**src/hdl/i2cm_pkg.sv**
```systemverilog
// Shared types and constants for the I2C master bit engine.
// Holds the item and result records, the sequencer phase encoding and the status codes.
// No dependencies.
package i2cm_pkg;

	localparam int unsigned HALF_W = 16;
	localparam int unsigned TMO_W  = 20;
	localparam int unsigned CFG_W  = 20;

	localparam logic [HALF_W-1:0] HALF_RESET = 16'd50;
	localparam logic [TMO_W-1:0]  TMO_RESET  = 20'd1000;

	localparam logic [3:0] BITS_PER_BYTE  = 4'd8;
	localparam logic [3:0] RECOVER_PULSES = 4'd9;

	typedef enum logic [0:0] {
		REG_HALF_PERIOD = 1'b0,
		REG_STRETCH_TMO = 1'b1
	} reg_idx_t;

	typedef enum logic [2:0] {
		CMD_START   = 3'd0,
		CMD_STOP    = 3'd1,
		CMD_WRITE   = 3'd2,
		CMD_READ    = 3'd3,
		CMD_RECOVER = 3'd4
	} cmd_code_t;

	typedef enum logic [1:0] {
		ST_OK      = 2'd0,
		ST_NACK    = 2'd1,
		ST_TIMEOUT = 2'd2,
		ST_BUSY    = 2'd3
	} status_t;

	typedef enum logic [2:0] {
		KIND_TICK    = 3'd0,
		KIND_START   = 3'd1,
		KIND_STOP    = 3'd2,
		KIND_WRITE   = 3'd3,
		KIND_READ    = 3'd4,
		KIND_RECOVER = 3'd5,
		KIND_NOP     = 3'd6
	} kind_t;

	typedef enum logic [17:0] {
		PH_IDLE  = 18'h00001,
		PH_ST_H1 = 18'h00002,
		PH_ST_HI = 18'h00004,
		PH_ST_H2 = 18'h00008,
		PH_ST_H3 = 18'h00010,
		PH_SP_H1 = 18'h00020,
		PH_SP_HI = 18'h00040,
		PH_SP_H2 = 18'h00080,
		PH_WR_H  = 18'h00100,
		PH_WR_HI = 18'h00200,
		PH_WA_H  = 18'h00400,
		PH_WA_HI = 18'h00800,
		PH_RD_H  = 18'h01000,
		PH_RD_HI = 18'h02000,
		PH_RA_H  = 18'h04000,
		PH_RA_HI = 18'h08000,
		PH_RC_HI = 18'h10000,
		PH_RC_H  = 18'h20000
	} phase_t;

	typedef enum logic [1:0] {
		WAIT_PENDING = 2'd0,
		WAIT_HIGH    = 2'd1,
		WAIT_TIMEOUT = 2'd2
	} wait_t;

	typedef struct packed {
		kind_t      kind;
		logic [7:0] tx_byte;
		logic       send_ack;
		logic       scl;
		logic       sda;
	} item_t;

	typedef struct packed {
		logic       scl_out;
		logic       sda_out;
		logic       done;
		status_t    status;
		logic [7:0] rx_byte;
		logic       busy;
	} result_t;

	typedef struct packed {
		logic [HALF_W-1:0] half_period;
		logic [TMO_W-1:0]  stretch_tmo;
	} cfg_t;

endpackage

```
**src/hdl/i2cm_front.sv**
```systemverilog
// Front end of the I2C master bit engine: classifies incoming transactions
// and keeps them in a two-entry queue for the sequencer.
// Depends on i2cm_pkg.
module i2cm_front import i2cm_pkg::*; (
	input  logic       clk,
	input  logic       arst_n,
	input  logic       push,
	output logic       full,
	input  logic       req_type,
	input  logic [2:0] cmd,
	input  logic [7:0] tx_byte,
	input  logic       send_ack,
	input  logic       scl_in,
	input  logic       sda_in,
	output logic       q_empty,
	input  logic       q_pop,
	output item_t      q_item
);

	item_t      mem_q [2];
	logic       wr_q;
	logic       rd_q;
	logic [1:0] cnt_q;
	item_t      item_in;
	logic       do_push;
	logic       do_pop;

	always_comb begin
		item_in.tx_byte  = tx_byte;
		item_in.send_ack = send_ack;
		item_in.scl      = scl_in;
		item_in.sda      = sda_in;
		if (!req_type) begin
			item_in.kind = KIND_TICK;
		end else begin
			case (cmd)
				CMD_START:   item_in.kind = KIND_START;
				CMD_STOP:    item_in.kind = KIND_STOP;
				CMD_WRITE:   item_in.kind = KIND_WRITE;
				CMD_READ:    item_in.kind = KIND_READ;
				CMD_RECOVER: item_in.kind = KIND_RECOVER;
				default:     item_in.kind = KIND_NOP;
			endcase
		end
	end

	assign full    = (cnt_q == 2'd2);
	assign q_empty = (cnt_q == 2'd0);
	assign do_push = push && !full;
	assign do_pop  = q_pop && !q_empty;
	assign q_item  = mem_q[rd_q];

	always_ff @(posedge clk) begin
		if (do_push) begin
			mem_q[wr_q] <= item_in;
		end
	end

	always_ff @(posedge clk or negedge arst_n) begin
		if (!arst_n) begin
			wr_q  <= 1'b0;
			rd_q  <= 1'b0;
			cnt_q <= 2'd0;
		end else begin
			if (do_push) begin
				wr_q <= ~wr_q;
			end
			if (do_pop) begin
				rd_q <= ~rd_q;
			end
			case ({do_push, do_pop})
				2'b10:   cnt_q <= cnt_q + 2'd1;
				2'b01:   cnt_q <= cnt_q - 2'd1;
				default: cnt_q <= cnt_q;
			endcase
		end
	end

endmodule

```
**src/hdl/i2cm_seq.sv**
```systemverilog
// Back end of the I2C master bit engine: the bit-timing sequencer that drives
// SCL and SDA, one queued transaction per cycle while take is high. Depends on i2cm_pkg.
module i2cm_seq import i2cm_pkg::*; (
	input  logic    clk,
	input  logic    arst_n,
	input  cfg_t    cfg,
	input  logic    take,
	input  item_t   item,
	output result_t res
);

	phase_t            phase_q, phase_n;
	logic [3:0]        bc_q, bc_n, bc_inc;
	logic [7:0]        sh_q, sh_n;
	logic [HALF_W-1:0] hold_q, hold_n, hold_inc, eff_half;
	logic [TMO_W-1:0]  str_q, str_n;
	logic              scl_low_q, scl_low_n;
	logic              sda_low_q, sda_low_n;
	logic              ack_q, ack_n;
	logic              hold_done;
	wait_t             wt;
	logic              done;
	status_t           stat;
	logic [7:0]        rx;

	assign eff_half  = (cfg.half_period == '0) ? HALF_W'(1) : cfg.half_period;
	assign hold_inc  = hold_q + HALF_W'(1);
	assign hold_done = (hold_inc >= eff_half);
	assign bc_inc    = bc_q + 4'd1;

	always_comb begin
		if (hold_q < eff_half) begin
			wt = WAIT_PENDING;
		end else if (item.scl) begin
			wt = WAIT_HIGH;
		end else if (str_q >= cfg.stretch_tmo) begin
			wt = WAIT_TIMEOUT;
		end else begin
			wt = WAIT_PENDING;
		end
	end

	always_comb begin
		phase_n   = phase_q;
		bc_n      = bc_q;
		sh_n      = sh_q;
		hold_n    = hold_q;
		str_n     = str_q;
		scl_low_n = scl_low_q;
		sda_low_n = sda_low_q;
		ack_n     = ack_q;
		done      = 1'b0;
		stat      = ST_OK;
		rx        = 8'd0;

		if (item.kind != KIND_TICK) begin
			if (phase_q != PH_IDLE) begin
				stat = ST_BUSY;
			end else begin
				bc_n   = 4'd0;
				hold_n = '0;
				str_n  = '0;
				case (item.kind)
					KIND_START: begin
						sda_low_n = 1'b0;
						phase_n   = PH_ST_H1;
					end
					KIND_STOP: begin
						sda_low_n = 1'b1;
						phase_n   = PH_SP_H1;
					end
					KIND_WRITE: begin
						sda_low_n = ~item.tx_byte[7];
						sh_n      = {item.tx_byte[6:0], 1'b0};
						phase_n   = PH_WR_H;
					end
					KIND_READ: begin
						sda_low_n = 1'b0;
						sh_n      = 8'd0;
						ack_n     = item.send_ack;
						phase_n   = PH_RD_H;
					end
					KIND_RECOVER: begin
						sda_low_n = 1'b0;
						scl_low_n = 1'b0;
						phase_n   = PH_RC_HI;
					end
					default: begin
						done = 1'b1;
					end
				endcase
			end
		end else if (phase_q != PH_IDLE) begin
			// Released-SCL phases share the hold-then-wait counting.
			if (phase_q inside {PH_ST_HI, PH_SP_HI, PH_WR_HI, PH_WA_HI, PH_RD_HI,
					PH_RA_HI, PH_RC_HI}) begin
				if (hold_q < eff_half) begin
					hold_n = hold_inc;
				end else if (wt == WAIT_PENDING) begin
					str_n = str_q + TMO_W'(1);
				end
			end else begin
				hold_n = hold_inc;
			end

			case (phase_q)
				PH_ST_H1, PH_SP_H1, PH_WR_H, PH_WA_H, PH_RD_H, PH_RA_H: begin
					if (hold_done) begin
						scl_low_n = 1'b0;
						hold_n    = '0;
						str_n     = '0;
						case (phase_q)
							PH_ST_H1: phase_n = PH_ST_HI;
							PH_SP_H1: phase_n = PH_SP_HI;
							PH_WR_H:  phase_n = PH_WR_HI;
							PH_WA_H:  phase_n = PH_WA_HI;
							PH_RD_H:  phase_n = PH_RD_HI;
							default:  phase_n = PH_RA_HI;
						endcase
					end
				end
				PH_ST_HI: begin
					if (wt == WAIT_TIMEOUT) begin
						stat = ST_TIMEOUT;
						done = 1'b1;
					end else if (wt == WAIT_HIGH) begin
						sda_low_n = 1'b1;
						phase_n   = PH_ST_H2;
						hold_n    = '0;
						str_n     = '0;
					end
				end
				PH_ST_H2: begin
					if (hold_done) begin
						scl_low_n = 1'b1;
						phase_n   = PH_ST_H3;
						hold_n    = '0;
						str_n     = '0;
					end
				end
				PH_ST_H3, PH_SP_H2: begin
					done = hold_done;
				end
				PH_SP_HI: begin
					if (wt != WAIT_PENDING) begin
						sda_low_n = 1'b0;
						phase_n   = PH_SP_H2;
						hold_n    = '0;
						str_n     = '0;
					end
				end
				PH_WR_HI: begin
					if (wt == WAIT_TIMEOUT) begin
						stat = ST_TIMEOUT;
						done = 1'b1;
					end else if (wt == WAIT_HIGH) begin
						scl_low_n = 1'b1;
						bc_n      = bc_inc;
						hold_n    = '0;
						str_n     = '0;
						if (bc_inc < BITS_PER_BYTE) begin
							sda_low_n = ~sh_q[7];
							sh_n      = {sh_q[6:0], 1'b0};
							phase_n   = PH_WR_H;
						end else begin
							sda_low_n = 1'b0;
							phase_n   = PH_WA_H;
						end
					end
				end
				PH_WA_HI: begin
					if (wt == WAIT_TIMEOUT) begin
						stat = ST_TIMEOUT;
						done = 1'b1;
					end else if (wt == WAIT_HIGH) begin
						scl_low_n = 1'b1;
						stat      = item.sda ? ST_NACK : ST_OK;
						done      = 1'b1;
					end
				end
				PH_RD_HI: begin
					if (wt == WAIT_TIMEOUT) begin
						stat = ST_TIMEOUT;
						done = 1'b1;
					end else if (wt == WAIT_HIGH) begin
						sh_n      = {sh_q[6:0], item.sda};
						scl_low_n = 1'b1;
						bc_n      = bc_inc;
						hold_n    = '0;
						str_n     = '0;
						if (bc_inc < BITS_PER_BYTE) begin
							phase_n = PH_RD_H;
						end else begin
							sda_low_n = ack_q;
							phase_n   = PH_RA_H;
						end
					end
				end
				PH_RA_HI: begin
					if (wt == WAIT_TIMEOUT) begin
						stat = ST_TIMEOUT;
						done = 1'b1;
					end else if (wt == WAIT_HIGH) begin
						scl_low_n = 1'b1;
						rx        = sh_q;
						done      = 1'b1;
					end
				end
				PH_RC_HI: begin
					if (wt != WAIT_PENDING) begin
						scl_low_n = 1'b1;
						phase_n   = PH_RC_H;
						hold_n    = '0;
						str_n     = '0;
					end
				end
				PH_RC_H: begin
					if (hold_done) begin
						bc_n   = bc_inc;
						hold_n = '0;
						str_n  = '0;
						if (bc_inc < RECOVER_PULSES) begin
							scl_low_n = 1'b0;
							phase_n   = PH_RC_HI;
						end else begin
							sda_low_n = 1'b1;
							phase_n   = PH_SP_H1;
						end
					end
				end
				default: begin
					phase_n = PH_IDLE;
				end
			endcase
			if (done) begin
				phase_n = PH_IDLE;
			end
		end
	end

	assign res.scl_out = ~scl_low_n;
	assign res.sda_out = ~sda_low_n;
	assign res.done    = done;
	assign res.status  = stat;
	assign res.rx_byte = rx;
	assign res.busy    = (phase_n != PH_IDLE);

	always_ff @(posedge clk or negedge arst_n) begin
		if (!arst_n) begin
			phase_q   <= PH_IDLE;
			bc_q      <= 4'd0;
			sh_q      <= 8'd0;
			hold_q    <= '0;
			str_q     <= '0;
			scl_low_q <= 1'b0;
			sda_low_q <= 1'b0;
			ack_q     <= 1'b0;
		end else if (take) begin
			phase_q   <= phase_n;
			bc_q      <= bc_n;
			sh_q      <= sh_n;
			hold_q    <= hold_n;
			str_q     <= str_n;
			scl_low_q <= scl_low_n;
			sda_low_q <= sda_low_n;
			ack_q     <= ack_n;
		end
	end

endmodule

```
**src/hdl/i2cm_resq.sv**
```systemverilog
// Two-entry result queue of the I2C master bit engine; it parts the
// sequencer from the consumer of results. Depends on i2cm_pkg.
module i2cm_resq import i2cm_pkg::*; (
	input  logic    clk,
	input  logic    arst_n,
	input  logic    wr_en,
	input  result_t wr_data,
	output logic    q_full,
	output logic    empty,
	input  logic    pop,
	output result_t rd_data
);

	result_t    mem_q [2];
	logic       wr_q;
	logic       rd_q;
	logic [1:0] cnt_q;
	logic       do_push;
	logic       do_pop;

	assign q_full  = (cnt_q == 2'd2);
	assign empty   = (cnt_q == 2'd0);
	assign do_push = wr_en && !q_full;
	assign do_pop  = pop && !empty;
	assign rd_data = mem_q[rd_q];

	always_ff @(posedge clk) begin
		if (do_push) begin
			mem_q[wr_q] <= wr_data;
		end
	end

	always_ff @(posedge clk or negedge arst_n) begin
		if (!arst_n) begin
			wr_q  <= 1'b0;
			rd_q  <= 1'b0;
			cnt_q <= 2'd0;
		end else begin
			if (do_push) begin
				wr_q <= ~wr_q;
			end
			if (do_pop) begin
				rd_q <= ~rd_q;
			end
			case ({do_push, do_pop})
				2'b10:   cnt_q <= cnt_q + 2'd1;
				2'b01:   cnt_q <= cnt_q - 2'd1;
				default: cnt_q <= cnt_q;
			endcase
		end
	end

endmodule

```
**src/hdl/i2c_master_bit_engine.sv**
```systemverilog
// I2C master bit engine top level: front queue, bit sequencer, result queue.
// A transaction's result is written into the result queue at the edge that accepts it
// from the front queue, so it can then be popped; a full result queue holds the sequencer.
// Throughput: one transaction per cycle while one is queued and the result queue has room.
// Reset: arst_n clears the queues and the sequencer to idle with both lines released,
// and loads the half period and stretch timeout registers with 50 and 1000.
module i2c_master_bit_engine import i2cm_pkg::*; (
	input  logic             clk,
	input  logic             arst_n,
	input  logic             push,
	output logic             full,
	input  logic             req_type,
	input  logic [2:0]       cmd,
	input  logic [7:0]       tx_byte,
	input  logic             send_ack,
	input  logic             scl_in,
	input  logic             sda_in,
	output logic             empty,
	input  logic             pop,
	output logic             scl_out,
	output logic             sda_out,
	output logic             done_res,
	output logic [1:0]       status,
	output logic [7:0]       rx_byte,
	output logic             busy_res,
	input  logic             cfg_we,
	input  logic [0:0]       cfg_index,
	input  logic [CFG_W-1:0] cfg_wdata
);

	cfg_t    cfg_q;
	logic    cq_empty;
	item_t   cq_item;
	logic    rq_full;
	logic    take;
	result_t seq_res;
	result_t out_res;

	always_ff @(posedge clk or negedge arst_n) begin
		if (!arst_n) begin
			cfg_q.half_period <= HALF_RESET;
			cfg_q.stretch_tmo <= TMO_RESET;
		end else if (cfg_we) begin
			case (reg_idx_t'(cfg_index))
				REG_HALF_PERIOD: cfg_q.half_period <= cfg_wdata[HALF_W-1:0];
				REG_STRETCH_TMO: cfg_q.stretch_tmo <= cfg_wdata[TMO_W-1:0];
				default:         cfg_q <= cfg_q;
			endcase
		end
	end

	assign take = !cq_empty && !rq_full;

	i2cm_front u_front (
		.clk      (clk),
		.arst_n   (arst_n),
		.push     (push),
		.full     (full),
		.req_type (req_type),
		.cmd      (cmd),
		.tx_byte  (tx_byte),
		.send_ack (send_ack),
		.scl_in   (scl_in),
		.sda_in   (sda_in),
		.q_empty  (cq_empty),
		.q_pop    (take),
		.q_item   (cq_item)
	);

	i2cm_seq u_seq (
		.clk    (clk),
		.arst_n (arst_n),
		.cfg    (cfg_q),
		.take   (take),
		.item   (cq_item),
		.res    (seq_res)
	);

	i2cm_resq u_resq (
		.clk     (clk),
		.arst_n  (arst_n),
		.wr_en   (take),
		.wr_data (seq_res),
		.q_full  (rq_full),
		.empty   (empty),
		.pop     (pop),
		.rd_data (out_res)
	);

	assign scl_out  = out_res.scl_out;
	assign sda_out  = out_res.sda_out;
	assign done_res = out_res.done;
	assign status   = out_res.status;
	assign rx_byte  = out_res.rx_byte;
	assign busy_res = out_res.busy;

	a_take_has_room: assert property (@(posedge clk) disable iff (!arst_n)
		take |-> !rq_full && !cq_empty)
		else $error("sequencer stepped without a queued transaction or result room");

	a_done_not_busy: assert property (@(posedge clk) disable iff (!arst_n)
		(!empty && done_res) |-> !busy_res)
		else $error("finished command still reported busy");

	a_reject_busy: assert property (@(posedge clk) disable iff (!arst_n)
		(!empty && status == ST_BUSY) |-> (!done_res && busy_res))
		else $error("rejection reported while idle or finishing");

	a_rx_only_done: assert property (@(posedge clk) disable iff (!arst_n)
		(!empty && !done_res) |-> (rx_byte == 8'd0))
		else $error("read data shown without a finished command");

endmodule
```
**config.mk**
```make
export PLATFORM = sky130hd
export DESIGN_NAME = i2c_master_bit_engine
export DESIGN_NICKNAME = d
export VERILOG_FILES = /design/src/hdl/i2cm_pkg.sv /design/src/hdl/i2cm_front.sv /design/src/hdl/i2cm_seq.sv /design/src/hdl/i2cm_resq.sv /design/src/hdl/i2c_master_bit_engine.sv
export SDC_FILE = /design/constraint.sdc
export NUM_CORES = 1
export LEC_CHECK = 0
export ABC_AREA = 1
export BUFFER_PORTS_ARGS = -buffer_cell sky130_fd_sc_hd__buf_2
export CELL_PAD_IN_SITES_DETAIL_PLACEMENT = 1
export CELL_PAD_IN_SITES_GLOBAL_PLACEMENT = 2
export CORE_AREA = 5 5 180 182
export CTS_CLUSTER_DIAMETER = 120
export DETAILED_ROUTE_END_ITERATION = 16
export DIE_AREA = 0 0 185 187
export PLACE_DENSITY = 0.88
export SYNTH_ARGS = -nofsm -noshare
export SYNTH_HDL_FRONTEND = slang
export SYNTH_HIERARCHICAL = 1
export SYNTH_SLANG_ARGS = --single-unit
```
**constraint.sdc**
```tcl
create_clock -name clk -period 4.4 [get_ports clk]
set_clock_uncertainty 0.2 [all_clocks]
set_input_delay 1.32 -clock clk [delete_from_list [all_inputs] [get_ports clk]]
set_output_delay 1.32 -clock clk [all_outputs]
set_load 0.1 [all_outputs]
```
; After elaboration in Yosys (flattened, before gate mapping)
; Memory sizes are Yosys's and may differ from the RTL's.
; Cells that the tools add are included.
[word_totals]
regBits = 113
ram_bits = 56
inputBits = 41
out_inout_bits = 16
word_cells = 248
memories = 2
[classes]
add_sub_neg = 7
order_cmp = 5
n_eq_ne = 45
muxes = 122
bitwise_logic = 10
reduce_logical = 41
[mem_list]
columns = memory, depth, width, read_ports, rd_ports_with_merged_regs, write_ports, line
row1 = u_front.mem_q, 2, 14, 1, 0, 1, i2cm_front.sv:20  ; item_t mem_q [2];
row2 = u_resq.mem_q, 2, 14, 1, 0, 1, i2cm_resq.sv:14  ; result_t mem_q [2];
[op_table]
columns = operator, n
row1 = 18-bit two-way mux, 15
row2 = 20-bit two-way mux, 10
row3 = 18-bit one-hot mux with 9 select lines, 1
row4 = 16-bit two-way mux, 10
row5 = 8-bit two-way mux, 13
row6 = 18-bit one-hot mux with 5 select lines, 1
row7 = 16-bit one-hot mux with 5 select lines, 1
row8 = 20-bit one-hot mux with 3 select lines, 1
row9 = 16-bit one-hot mux with 3 select lines, 1
row10 = 1-bit two-way mux, 39
row11 = 18-bit by 1-bit != test with 1-bit output (second input constant), 2
row12 = 8-bit one-hot mux with 2 select lines, 2
row13 = 4-bit two-way mux, 6
row14 = 20-bit by 1-bit adder with 20-bit output (second input constant), 1
row15 = 20-bit greater-or-equal comparator, 1
row16 = 18-bit by 10-bit equality test with 1-bit output (second input constant), 1
row17 = 18-bit by 11-bit equality test with 1-bit output (second input constant), 1
row18 = 18-bit by 12-bit equality test with 1-bit output (second input constant), 1
row19 = 18-bit by 13-bit equality test with 1-bit output (second input constant), 1
row20 = 18-bit by 14-bit equality test with 1-bit output (second input constant), 1
row21 = 18-bit by 15-bit equality test with 1-bit output (second input constant), 1
row22 = 18-bit by 16-bit equality test with 1-bit output (second input constant), 1
row23 = 18-bit by 17-bit equality test with 1-bit output (second input constant), 1
row24 = 18-bit equality test (second input constant), 1
row25 = other kinds (53), 117

; Longest topological paths before layout
; Gate-level depths: netlist of run 1.
[depth]
depth_word = 14
ltp_mapped = 26
ltp_nobuf = 26

; By module
; The synthesis of run 1 kept the hierarchy.
[by_module_without_submodules]
columns = mod, instances, cells_each, area_each_um2, seq_area_each_um2
row1 = i2cm_seq, 1, 1091, 7128.1, 1727.9
row2 = i2c_master_bit_engine, 1, 158, 1432.6, 912.1
row3 = i2cm_front, 1, 114, 1333.8, 940.9
row4 = i2cm_resq, 1, 106, 1268.7, 940.9

; Least setup slack after synthesis of run 1
; No wires, ideal clock.
[synth_timing]
path_type = reg2reg
start = reg u_seq.hold_q[2]
end = mem u_resq/mem_q[0][0] in the netlist's numbering, data pin
t_arrival_ps = 3416
required_ps = 3934
setup_slack_ps = 518
stages_incl_launch_ff = 24
synth_period_minus_slack_ps = 3882
path_cell_list = dfrtp_1 -> nand3_1 -> nor2_1 -> nand4_1 -> nor2_1 -> nand2_1 -> nor2_1 -> nand4_1 -> nor3_1 -> xor2_1 -> inv_1 -> ha_1 -> nand2_1 -> nor3_1 -> nand3_1 -> nand3_1 -> clkbuf_1 -> nand2_1 -> nand3_1 -> nor2_1 -> a21oi_1 -> nand3_1 -> nor2_1 -> nand3_1
[synth_rtl]
columns = item, line
row1 = start: declaration, i2cm_seq.sv:15  ; logic [HALF_W-1:0] hold_q, hold_n, hold_inc, eff_half;
row2 = start signal: assignment, i2cm_seq.sv:262  ; hold_q <= hold_n;
row3 = end: declaration, i2cm_resq.sv:14

==> results.tsv, run 1 <==
metric	value	unit
critical path class	reg -> reg	
Design Area, Final	12400	µm²
highest-delay cell along the critical path	dfrtp_1	
vias per cell	5.26	
Via Count	10100	
total grt overflow	0	
largest net degree at the start of global routing	79	
Routability Congestion	0.937	
min Tclk post-route	4.12	ns
number of synthesis warnings	6	
CTS root buf	clkbuf_16	
Seq. cell area	4520	µm²
Avg Cell Area, Syn	7.60	µm²
die extent in x	185	µm
# DRC	0	
IO buf count	56	
Antenna Cells	0	
Syn Nets	1569	
Rel. slew slack	0.314	
Post-DRT Antenna Nets	0	
Netlist cell types	57	
Hold Buf Count CTS	0	
Worst Path Max Fanout	6	
# rows	64	
crit-path most repeated cell	nand2_1	
Final Max Slew Viols	0	
hold slack	0.267	ns
worst ir drop on vdd	0.364	mV
Pwr Total	0.00705	W
CTS Buf Count	17	
CTS tree	done	
clock latency on the worst-skew pair	0.44	ns
FILL cells	3829	
CP endpoint kind	flop	
Detailed Route Iter0 Violations	528	
hpwl dp	26100	µm
initial antenna violation count	0	
Final period util	0.937	
final net count	1621	
Max Freq	243	MHz
vias in the first global route	10500	
Initial Util	0.367	
Num Clock Sinks	169	
Top Ports	57	
flops & latches, synth	169	
Synth Instances	1469	
Die Span Y	187	µm
first-pass GRT wire length	56200	µm
Max clock buf depth	2	
Hold Path Class	reg -> reg	
final hold vios	0	
status	finished clean	
placed inst area	11800	µm²
wire per inst	17.9	µm
Pre-antenna DRT Iters	5	
CTS H-tree depth	4	
synthesized area	11200	µm²
Largest delay share family, worst path	simple AND/OR/NAND/NOR gates	
Critical Path Max Stage Delay	0.43	ns
Post-Route WL	34500	µm
Core Box Area	30400	µm²
commonest non-fill, non-tap cell in the layout	nand2_1	
Clk pin slew, worst setup/hold paths	0.07	ns
Worst Path Required	4.38	ns
post-synthesis sequential area ratio	0.405	
gr usage total	0.203	
most frequent cells in the layout	nand2_1, inv_1, nand3_1	
Layout area overhead	11.5	%
crit path DAT	4.10	ns
WP buf/inv	2	
Maximum Capacitance Violations	0	
Power per Cell Area	567	nW/µm²
leakage power	6.04	nW
setup violators final	0	
Startpoint Class	flop	
area of the multi-input gates	5690	µm²
share of layout cells above drive strength 1	0.136	
Die ar.	34600	µm²
Worst-Margin Slew	1.03	ns
## layout make-up
type                            count  area share
Multi-Input combinational cell   1063       0.457
Sequential cell                   169       0.364
Inverter                          188      0.0573
Timing Repair Buffer               82      0.0404
Tap cell                          396      0.0398
Clock buffer                       22      0.0357
Clock inverter                     10     0.00573
## metrics by stage
| step | setup WS [ns] | TNS (ns) | std cells | utilization |
|---|---|---|---|---|
| after detailed placement | 0.0675 | 0 | 1892 | 0.389 |
| final | 0.278 | 0 | 1930 | 0.409 |
| after floorplan | 0.518 | 0 | 1469 | - |
| after CTS | 0.0627 | 0 | 1924 | 0.406 |
| after global routing | -0.0711 | -0.160 | 1930 | 0.409 |
| after global placement | 0.252 | 0 | 1892 | 0.389 |
## routing by layer
metal | GRT usage | part of all wire | vias to the layer above
met4 | 0.0488 | 0.014 | 0
li1 | - | - | 4969
met3 | 0.0348 | 0.037 | 33
met1 | 0.284 | 0.48 | 4989
met2 | 0.327 | 0.47 | 154
met5 | 0 | 0 | -
## logic make-up after synthesis
| group | Yosys count | share of synthesized area |
|---|---|---|
| AND/OR/NAND/NOR | 781 | 0.319 |
| buffers and inverters | 237 | 0.0893 |
| adder cells (fa/ha/maj) | 59 | 0.0661 |
| AO/OA/AOI/OAI | 193 | 0.0971 |
| XOR/XNOR | 28 | 0.0220 |
| flip-flops | 169 | 0.405 |
| multiplexers | 2 | 0.00179 |
## power breakdown
| part | total [W] | leakage (nW) | switching [W] | internal, W |
|---|---|---|---|---|
| combinational | 0.00338 | 3.84 | 0.00257 | 0.000805 |
| sequential | 0.00232 | 1.96 | 0.000267 | 0.00205 |
| clock | 0.00136 | 0.243 | 0.000638 | 0.000722 |
| total | 0.00705 | 6.04 | 0.00348 | 0.00358 |
## synth_stat cells, drive strengths merged
library cell	n	area share
a31oi	6	0.0034
a221oi	1	0.0013
edfxtp	56	0.15
o21a	3	0.0020
a21boi	2	0.0013
a41oi	1	0.00078
buf	29	0.019
nand4	44	0.025
o211ai	6	0.0040
a41o	1	0.00090
o21ai	105	0.049
ha	59	0.066
o22ai	6	0.0034
nor2	120	0.050
nand2	428	0.15
nor3	43	0.021
nand3	131	0.060
a21o	2	0.0013
clkbuf	20	0.0067
mux2i	2	0.0018
a21oi	54	0.024
o21bai	1	0.00067
o2111ai	1	0.00078
dfstp	10	0.024
nor4	11	0.0086
nand3b	2	0.0013
o311ai	1	0.0015
dfrtp	103	0.23
xor2	21	0.016
a22oi	1	0.00067
a211oi	1	0.00067
o31ai	1	0.00067
xnor2	7	0.0055
or3	1	0.00056
nor3b	1	0.00067
clkinv	4	0.0016
inv	184	0.062
## worst paths after layout
check	from	end	slack [ns]	cells after the start
worst max-delay path	u_seq/hold_q[1]	u_resq/mem_q[1][0]	0.28	26
max in group asynchronous	arst_n	u_seq/phase_q[0]	2.46	2
worst min register to register	cfg_q[6]	cfg_q[6]	0.27	2
worst max register to register	u_seq/hold_q[1]	u_resq/mem_q[1][0]	0.28	26
min in group asynchronous	arst_n	cfg_q[27]	0.66	1
worst min-delay path	cfg_q[6]	cfg_q[6]	0.27	2
## worst register-to-register path, delay by kind of cell (launching register included)
kind | cells | cell delay, ns
xor gates and xnor gates | 1 | 0.24
and+or+nand+nor | 19 | 1.88
DFF | 1 | 0.43
AOI/OAI and AO/OA | 2 | 0.30
buffers and inverters | 2 | 0.27
adders and majority gates | 2 | 0.54
## sequential cells by signal (all words and copies together), names as in the netlist, 2 cells and up
signal,flops
u_seq/bc_q,4
u_seq/str_q,20
cfg_q,36
u_seq/hold_q,16
u_front/cnt_q,2
u_resq/mem_q,28
u_resq/cnt_q,2
u_front/mem_q,28
u_seq/sh_q,8
u_seq/phase_q,18
## repair_timing
action	4_1_cts	5_1_grt
endpoints found under the setup margin	0	33
gates resized for setup	0	16
buffers inserted	0	6
(Power assumes the default switching activity.)
==> run 2: changes to the inputs <==
Settings changed: CORE_AREA 5 5 180 182 to 2 2 171 173, DIE_AREA 0 0 185 187 to 0 0 173 175, PLACE_DENSITY 0.88 to 0.93.
Clock period 4.4 ns to 5.09 ns, I/O delays scaled along.
==> results.tsv, run 2 (same netlist as run 1, synthesis figures left out) <==
metric	value	unit	change
status	finished clean		
die extent in x	173	µm	-6.5%
worst path cell trace	ha_1 -> nand3_1 -> nor2_1 -> nand3_1 -> nor2_1 -> nand2_1 -> nor2_1 -> nand4_1 -> xor2_1 -> inv_1 -> ha_1 -> nand2_1 -> nor3_1 -> nand3_1 -> nand3_2 -> clkinvlp_4 -> nand2_1 -> o21ai_0 -> a221oi_2 -> o21ai_0 -> o21a_1		
WP buf/inv	2		unchanged
Critical Path Max Stage Delay	0.50	ns	+0.07 ns
commonest non-fill, non-tap cell in the layout	nand2_1		
Biggest register	cfg_q		
final hold vios	0		unchanged
Max clock buf depth	2		unchanged
leakage power	6.04	nW	-0.11%
initial antenna violation count	0		unchanged
area of the multi-input gates	5650	µm²	-0.68%
Hold Path Class	reg -> reg		
hpwl dp	25900	µm	-0.59%
gr usage total	0.232		+0.0291
most frequent cells in the layout	nand2_1, inv_1, nand3_1		
CP endpoint kind	flop		
Final Max Slew Viols	0		unchanged
# rows	62		-3.1%
Routability Congestion	0.894		-4.6%
CTS tree	done		
Post-Route WL	34300	µm	-0.59%
Initial Util	0.393		+0.0263
Largest delay share family, worst path	simple AND/OR/NAND/NOR gates		
CTS H-tree depth	4		unchanged
CTS Buf Count	17		unchanged
Num Clock Sinks	169		unchanged
Final period util	0.891		-0.0457
Core Box Area	28400	µm²	-6.7%
Post-DRT Antenna Nets	0		unchanged
Pre-antenna DRT Iters	5		unchanged
setup violators final	0		unchanged
critical path class	reg -> reg		
clock latency on the worst-skew pair	0.45	ns	about the same
min Tclk post-route	4.54	ns	+0.414 ns
Worst Path Max Fanout	9		+3
vias in the first global route	10500		+0.49%
Die Span Y	175	µm	-6.4%
highest-delay cell along the critical path	a221oi_2		
Seq. cell area	4520	µm²	about the same
max reg flops	36		unchanged
Top Ports	57		unchanged
Layout area overhead	10.8	%	
total grt overflow	0		unchanged
vias per cell	5.34		+1.6%
first-pass GRT wire length	55500	µm	-1.3%
Startpoint Class	flop		
hold slack	0.267	ns	+0.000459 ns
Antenna Cells	0		unchanged
largest net degree at the start of global routing	49		-38%
# DRC	0		unchanged
Maximum Capacitance Violations	0		unchanged
Worst-Margin Slew	1.31	ns	+0.288 ns
final net count	1610		-0.68%
Detailed Route Iter0 Violations	544		+3.0%
Power per Cell Area	503	nW/µm²	-11%
CTS root buf	clkbuf_16		
FILL cells	3619		-5.5%
top flop regs	cfg_q: 36 flops, u_front/mem_q: 28 flops, u_resq/mem_q: 28 flops		
setup TNS	0	ns	unchanged
Rel. slew slack	0.120		-0.194
RSZ-0062 raised after global routing	no		
share of layout cells above drive strength 1	0.124		-0.0115
wire per inst	18.0	µm	+0.60%
Max Freq	220	MHz	-9.1%
crit path DAT	4.67	ns	+0.57 ns
Via Count	10200		+0.43%
Clk pin slew, worst setup/hold paths	0.07	ns	about the same
Die ar.	30300	µm²	-12%
worst ir drop on vdd	0.273	mV	-25%
IO buf count	56		unchanged
Worst Path Required	5.22	ns	+0.84 ns
[run 2: changes by cell type in the layout (fill, tap and decap cells not counted), sizes merged]
cell      before  now
bufinv         0    2
clkinvlp       3    1
clkinv         9   11
inv          186  189
clkbuf        22   17
buf           82   71
[run 2: routing by layer]
layer | up-vias | track usage | share of wire
met5 | - | 0 | 0
met4 | 0 | 0.0780 | 0.023
met3 | 56 | 0.0329 | 0.035
met2 | 176 | 0.391 | 0.48
met1 | 5009 | 0.306 | 0.46
li1 | 4948 | - | -
[run 2: path summary, 6_finish.rpt]
path / start / endpoint / slack, ns / depth (start not counted)
setup / recovery: u_seq/hold_q[0] / u_seq/bc_q[0] / 0.55 / 21
hold / removal: cfg_q[6] / cfg_q[6] / 0.27 / 2
setup reg to reg: u_seq/hold_q[0] / u_seq/bc_q[0] / 0.55 / 21
hold reg to reg: cfg_q[6] / cfg_q[6] / 0.27 / 2
max in group asynchronous: arst_n / u_seq/phase_q[0] / 2.88 / 2
min in group asynchronous: arst_n / cfg_q[4] / 0.91 / 1
[run 2: report_power, final]
part | switching [W] | total, W | internal (W)
clock | 0.000602 | 0.00134 | 0.000733
combinational | 0.00221 | 0.00288 | 0.000663
sequential | 0.000230 | 0.00201 | 0.00178
[run 2: final cells by class]
type | count | area share
inverter | 188 | 0.0580
sequential | 169 | 0.366
clock buffer | 17 | 0.0344
tap | 384 | 0.0389
multi-input combinational | 1063 | 0.457
clock inverter | 15 | 0.0132
timing repair buffer | 71 | 0.0330
[run 2: timing repair]
action / in CTS / in global routing
gates resized for setup: 0 / 2
hold endpoints to repair: 0 / 0
endpoints found under the setup margin: 0 / 3
hold buffers: 0 / 0
setup buffers: 0 / 3
[run 2: worst register-to-register path, delay by kind of cell (launching register included)]
family                     cells  cell delay [ns]
and+or+nand+nor               12             1.87
xor gates and xnor gates       1             0.22
DFF                            1             0.40
buffers and inverters          2             0.34
AOI/OAI and AO/OA              4             0.92
adders and majority gates      2             0.47
[run 2: stage by stage]
step	instance area (µm²)	instances	setup WS, ns	total power (W)	util
2_1_floorplan	11200	1469	1.21	0.00417	-
3_3_place_gp	11700	1872	0.597	0.00479	0.413
3_5_place_dp	11700	1872	0.490	0.00491	0.413
4_1_cts	12300	1904	0.470	0.00626	0.434
5_1_grt	12400	1907	0.108	0.00662	0.436
6_report	12400	1907	0.555	0.00622	0.436
==> run 3: changes to the inputs <==
Settings changed: CORE_AREA 2 2 171 173 to 2 2 186 188, DIE_AREA 0 0 173 175 to 0 0 188 190, PLACE_DENSITY 0.93 to 0.85, SYNTH_HIERARCHICAL 1 to unset.
Clock period 5.09 ns to 3.97 ns, I/O delays scaled along.
==> results.tsv, run 3 <==
metric	value	unit	change
post-synth top area share	0.227		-0.00409
most frequent cell after synthesis	nand2_1		
Setup crit end	u_resq.mem_q[0][0]		
Post-synth EDFFs	56		unchanged
IO buf count	56		unchanged
# rows	68		+9.7%
max reg flops	36		unchanged
Sw Ratio	0.497		+0.00734
Post-DRT Antenna Nets	0		unchanged
wire per inst	17.6	µm	-1.9%
Biggest register	cfg_q		
flops & latches, synth	169		unchanged
first-pass GRT wire length	57200	µm	+3.2%
CTS root buf	clkbuf_16		
Final Max Slew Viols	0		unchanged
DP Cell Count	1982		+5.9%
commonest non-fill, non-tap cell in the layout	nand2_1		
Netlist cell types	66		+16%
Max clock buf depth	2		unchanged
Post-synth top flop	dfrtp_1		
top flop regs	cfg_q: 36 flops, u_front.mem_q: 28 flops, u_resq.mem_q: 28 flops		
final net count	1657		+2.9%
Post-Route WL	35700	µm	+4.2%
Pwr Total	0.00814	W	+31%
hold slack	0.297	ns	+0.0296 ns
share of layout cells above drive strength 1	0.178		+0.0541
RSZ-0062 raised after global routing	yes		
Core Box Area	33900	µm²	+20%
final cell count without fillers	2026		+6.2%
Sw Pwr	0.00405	W	+33%
flop2flop setup slack	-0.02	ns	-0.58 ns
sequential share of power	0.318		-0.005
post-synthesis sequential area ratio	0.398		-0.00718
Die ar.	35700	µm²	+18%
gr usage total	0.204		-0.0281
logic gate share of total power	0.472		+0.009
die extent in x	188	µm	+8.7%
Register-to-Register Path Depth	23		+9.5%
CTS tree	done		
number of synthesis warnings	0		-6
# DRC	0		unchanged
Antenna Cells	0		unchanged
Routability Congestion	0.924		+3.3%
Avg Cell Area, Syn	7.72	µm²	+1.5%
Worst-Margin Slew	1.09	ns	-0.224 ns
total grt overflow	0		unchanged
synthesized area	11400	µm²	+1.8%
Startpoint Class	flop		
Worst Path Max Fanout	13		+4
status	complete, but fails checks		
ys async rst share	0.669		unchanged
reg2reg start	u_seq.hold_q[1]		
Layout area overhead	16.5	%	
Top Ports	57		unchanged
Pint	0.00409	W	+29%
vias per cell	5.12		-4.1%
Final period util	1.01		+0.115
Detailed Route Iter0 Violations	702		+29%
Synth Instances	1473		+0.27%
final worst slack	-0.0247	ns	-0.579 ns
most frequent cells in the layout	nand2_1, inv_1, nor2_1		
CTS H-tree depth	4		unchanged
clock network fraction of design power	0.210		-0.005
Via Count	10400		+1.8%
Rel. slew slack	0.271		+0.151
reg2reg end	u_resq.mem_q[0][0]		
critical path class	reg -> reg		
Initial Util	0.335		-0.0584
Hold Path Class	reg -> reg		
Max Freq	250	MHz	+14%
clock latency on the worst-skew pair	0.45	ns	about the same
worst ir drop on vdd	0.559	mV	+100%
initial antenna violation count	0		unchanged
CP endpoint kind	flop		
area leader, netlist	dfrtp_1		
ranking of synthesized cells by area	dfrtp_1, edfxtp_1, nand2_1		
Die Span Y	190	µm	+8.6%
min Tclk post-route	3.99	ns	-0.541 ns
leakage power	6.22	nW	+3.1%
HP Start	cfg_q[13]		
final hold vios	0		unchanged
Maximum Capacitance Violations	0		unchanged
failing checks	negative setup slack		
Clk pin slew, worst setup/hold paths	0.08	ns	about the same
setup violators final	2		+2
Syn Nets	1572		+0.19%
FILL cells	4165		+15%
Num Clock Sinks	169		unchanged
largest net degree at the start of global routing	44		-10%
Final Core Density	0.390		-0.0456
crit path DAT	3.95	ns	-0.72 ns
Commonest cells post-synth	nand2_1, inv_1, nor2_1		
hpwl dp	27000	µm	+3.9%
Pre-antenna DRT Iters	5		unchanged
Worst Setup SP	u_seq.hold_q[1]		
CTS Buf Count	17		unchanged
Worst Path Required	3.93	ns	-1.29 ns
vias in the first global route	10400		-1.4%
Power per Cell Area	615	nW/µm²	+22%
[run 3: final cells by class]
| class | count | area [µm²] | share of cell area |
|---|---|---|---|
| clock buffers | 17 | 425 | 0.0321 |
| clock inverters | 15 | 183 | 0.0138 |
| inverters | 197 | 753 | 0.0569 |
| multi-input cells | 1058 | 6030 | 0.456 |
| flip-flops and latches | 169 | 4520 | 0.342 |
| well taps | 455 | 569 | 0.0430 |
| repair buffers | 115 | 754 | 0.0570 |
[run 3: critical path: stages, from the launching register on]
cell and delay (ns):
dfrtp_1 0.40, ha_2 0.23, nand3_4 0.08, nor3_4 0.20, nand3_2 0.11, nor4_2 0.23, buf_4 0.19, nand3_4 0.09
xor2_4 0.17, inv_2 0.06, ha_4 0.26, nand4_1 0.12, nor2_2 0.17, nand3_2 0.11, nand3_4 0.17, inv_4 0.11
nand3_1 0.10, nand2_1 0.06, nand2_1 0.05, nand2_1 0.07, nor2_1 0.13, nand3_1 0.10, nor2_1 0.12, nand4_1 0.17
[run 3: layer usage]
| layer | vias up | global-route usage | part of all wire |
|---|---|---|---|
| met2 | 154 | 0.333 | 0.47 |
| met1 | 5114 | 0.277 | 0.48 |
| met4 | 0 | 0.0603 | 0.016 |
| li1 | 5076 | - | - |
| met3 | 32 | 0.0338 | 0.038 |
| met5 | - | 0 | 0 |
[run 3: cell families (layout without fill, tap and decap cells)]
family                   count (synthesis)  after routing  share of synthesized area
XOR/XNOR                                30             30                     0.0231
flip-flops                             169            169                      0.398
buffers and inverters                  246            344                     0.0899
AND/OR/NAND/NOR                        727            727                      0.297
adder cells (fa/ha/maj)                 58             58                     0.0639
multiplexers                             2              2                    0.00187
AO/OA/AOI/OAI                          241            241                      0.127
[run 3: worst min path at each step]
stage                             end  slack, ns  cells after the start
final                       cfg_q[13]       0.30                      2
after global routing         cfg_q[8]       0.32                      2
after CTS                   cfg_q[13]       0.30                      2
after detailed placement  u_seq.ack_q       0.28                      2
after global placement      cfg_q[11]       0.27                      2
after floorplan             cfg_q[10]       0.25                      2
[run 3: per-stage QoR]
| stage | area (µm²) | worst slack, ns | setup TNS (ns) |
|---|---|---|---|
| 2_1_floorplan | 11400 | 0.164 | 0 |
| 3_3_place_gp | 12300 | 0.00789 | 0 |
| 3_5_place_dp | 12300 | -0.190 | -0.564 |
| 4_1_cts | 13000 | -0.00641 | -0.00641 |
| 5_1_grt | 13200 | -0.270 | -0.718 |
| 6_report | 13200 | -0.0247 | -0.0389 |
[run 3: repair_timing]
| action | in CTS | in global routing |
|---|---|---|
| setup endpoints to repair | 26 | 53 |
| hold buffers | 0 | 0 |
| gates cloned | 0 | 1 |
| buffers inserted | 4 | 10 |
| pin swaps | 4 | 26 |
| resized for setup | 6 | 55 |
[run 3: power groups by stage]
stage	registers (W)	logic, W	clock network (W)
floorplan	0.00250	0.00290	0
global placement	0.00260	0.00370	0
detailed placement	0.00262	0.00377	0
CTS	0.00259	0.00379	0.00175
global route	0.00264	0.00420	0.00180
finish	0.00259	0.00384	0.00171
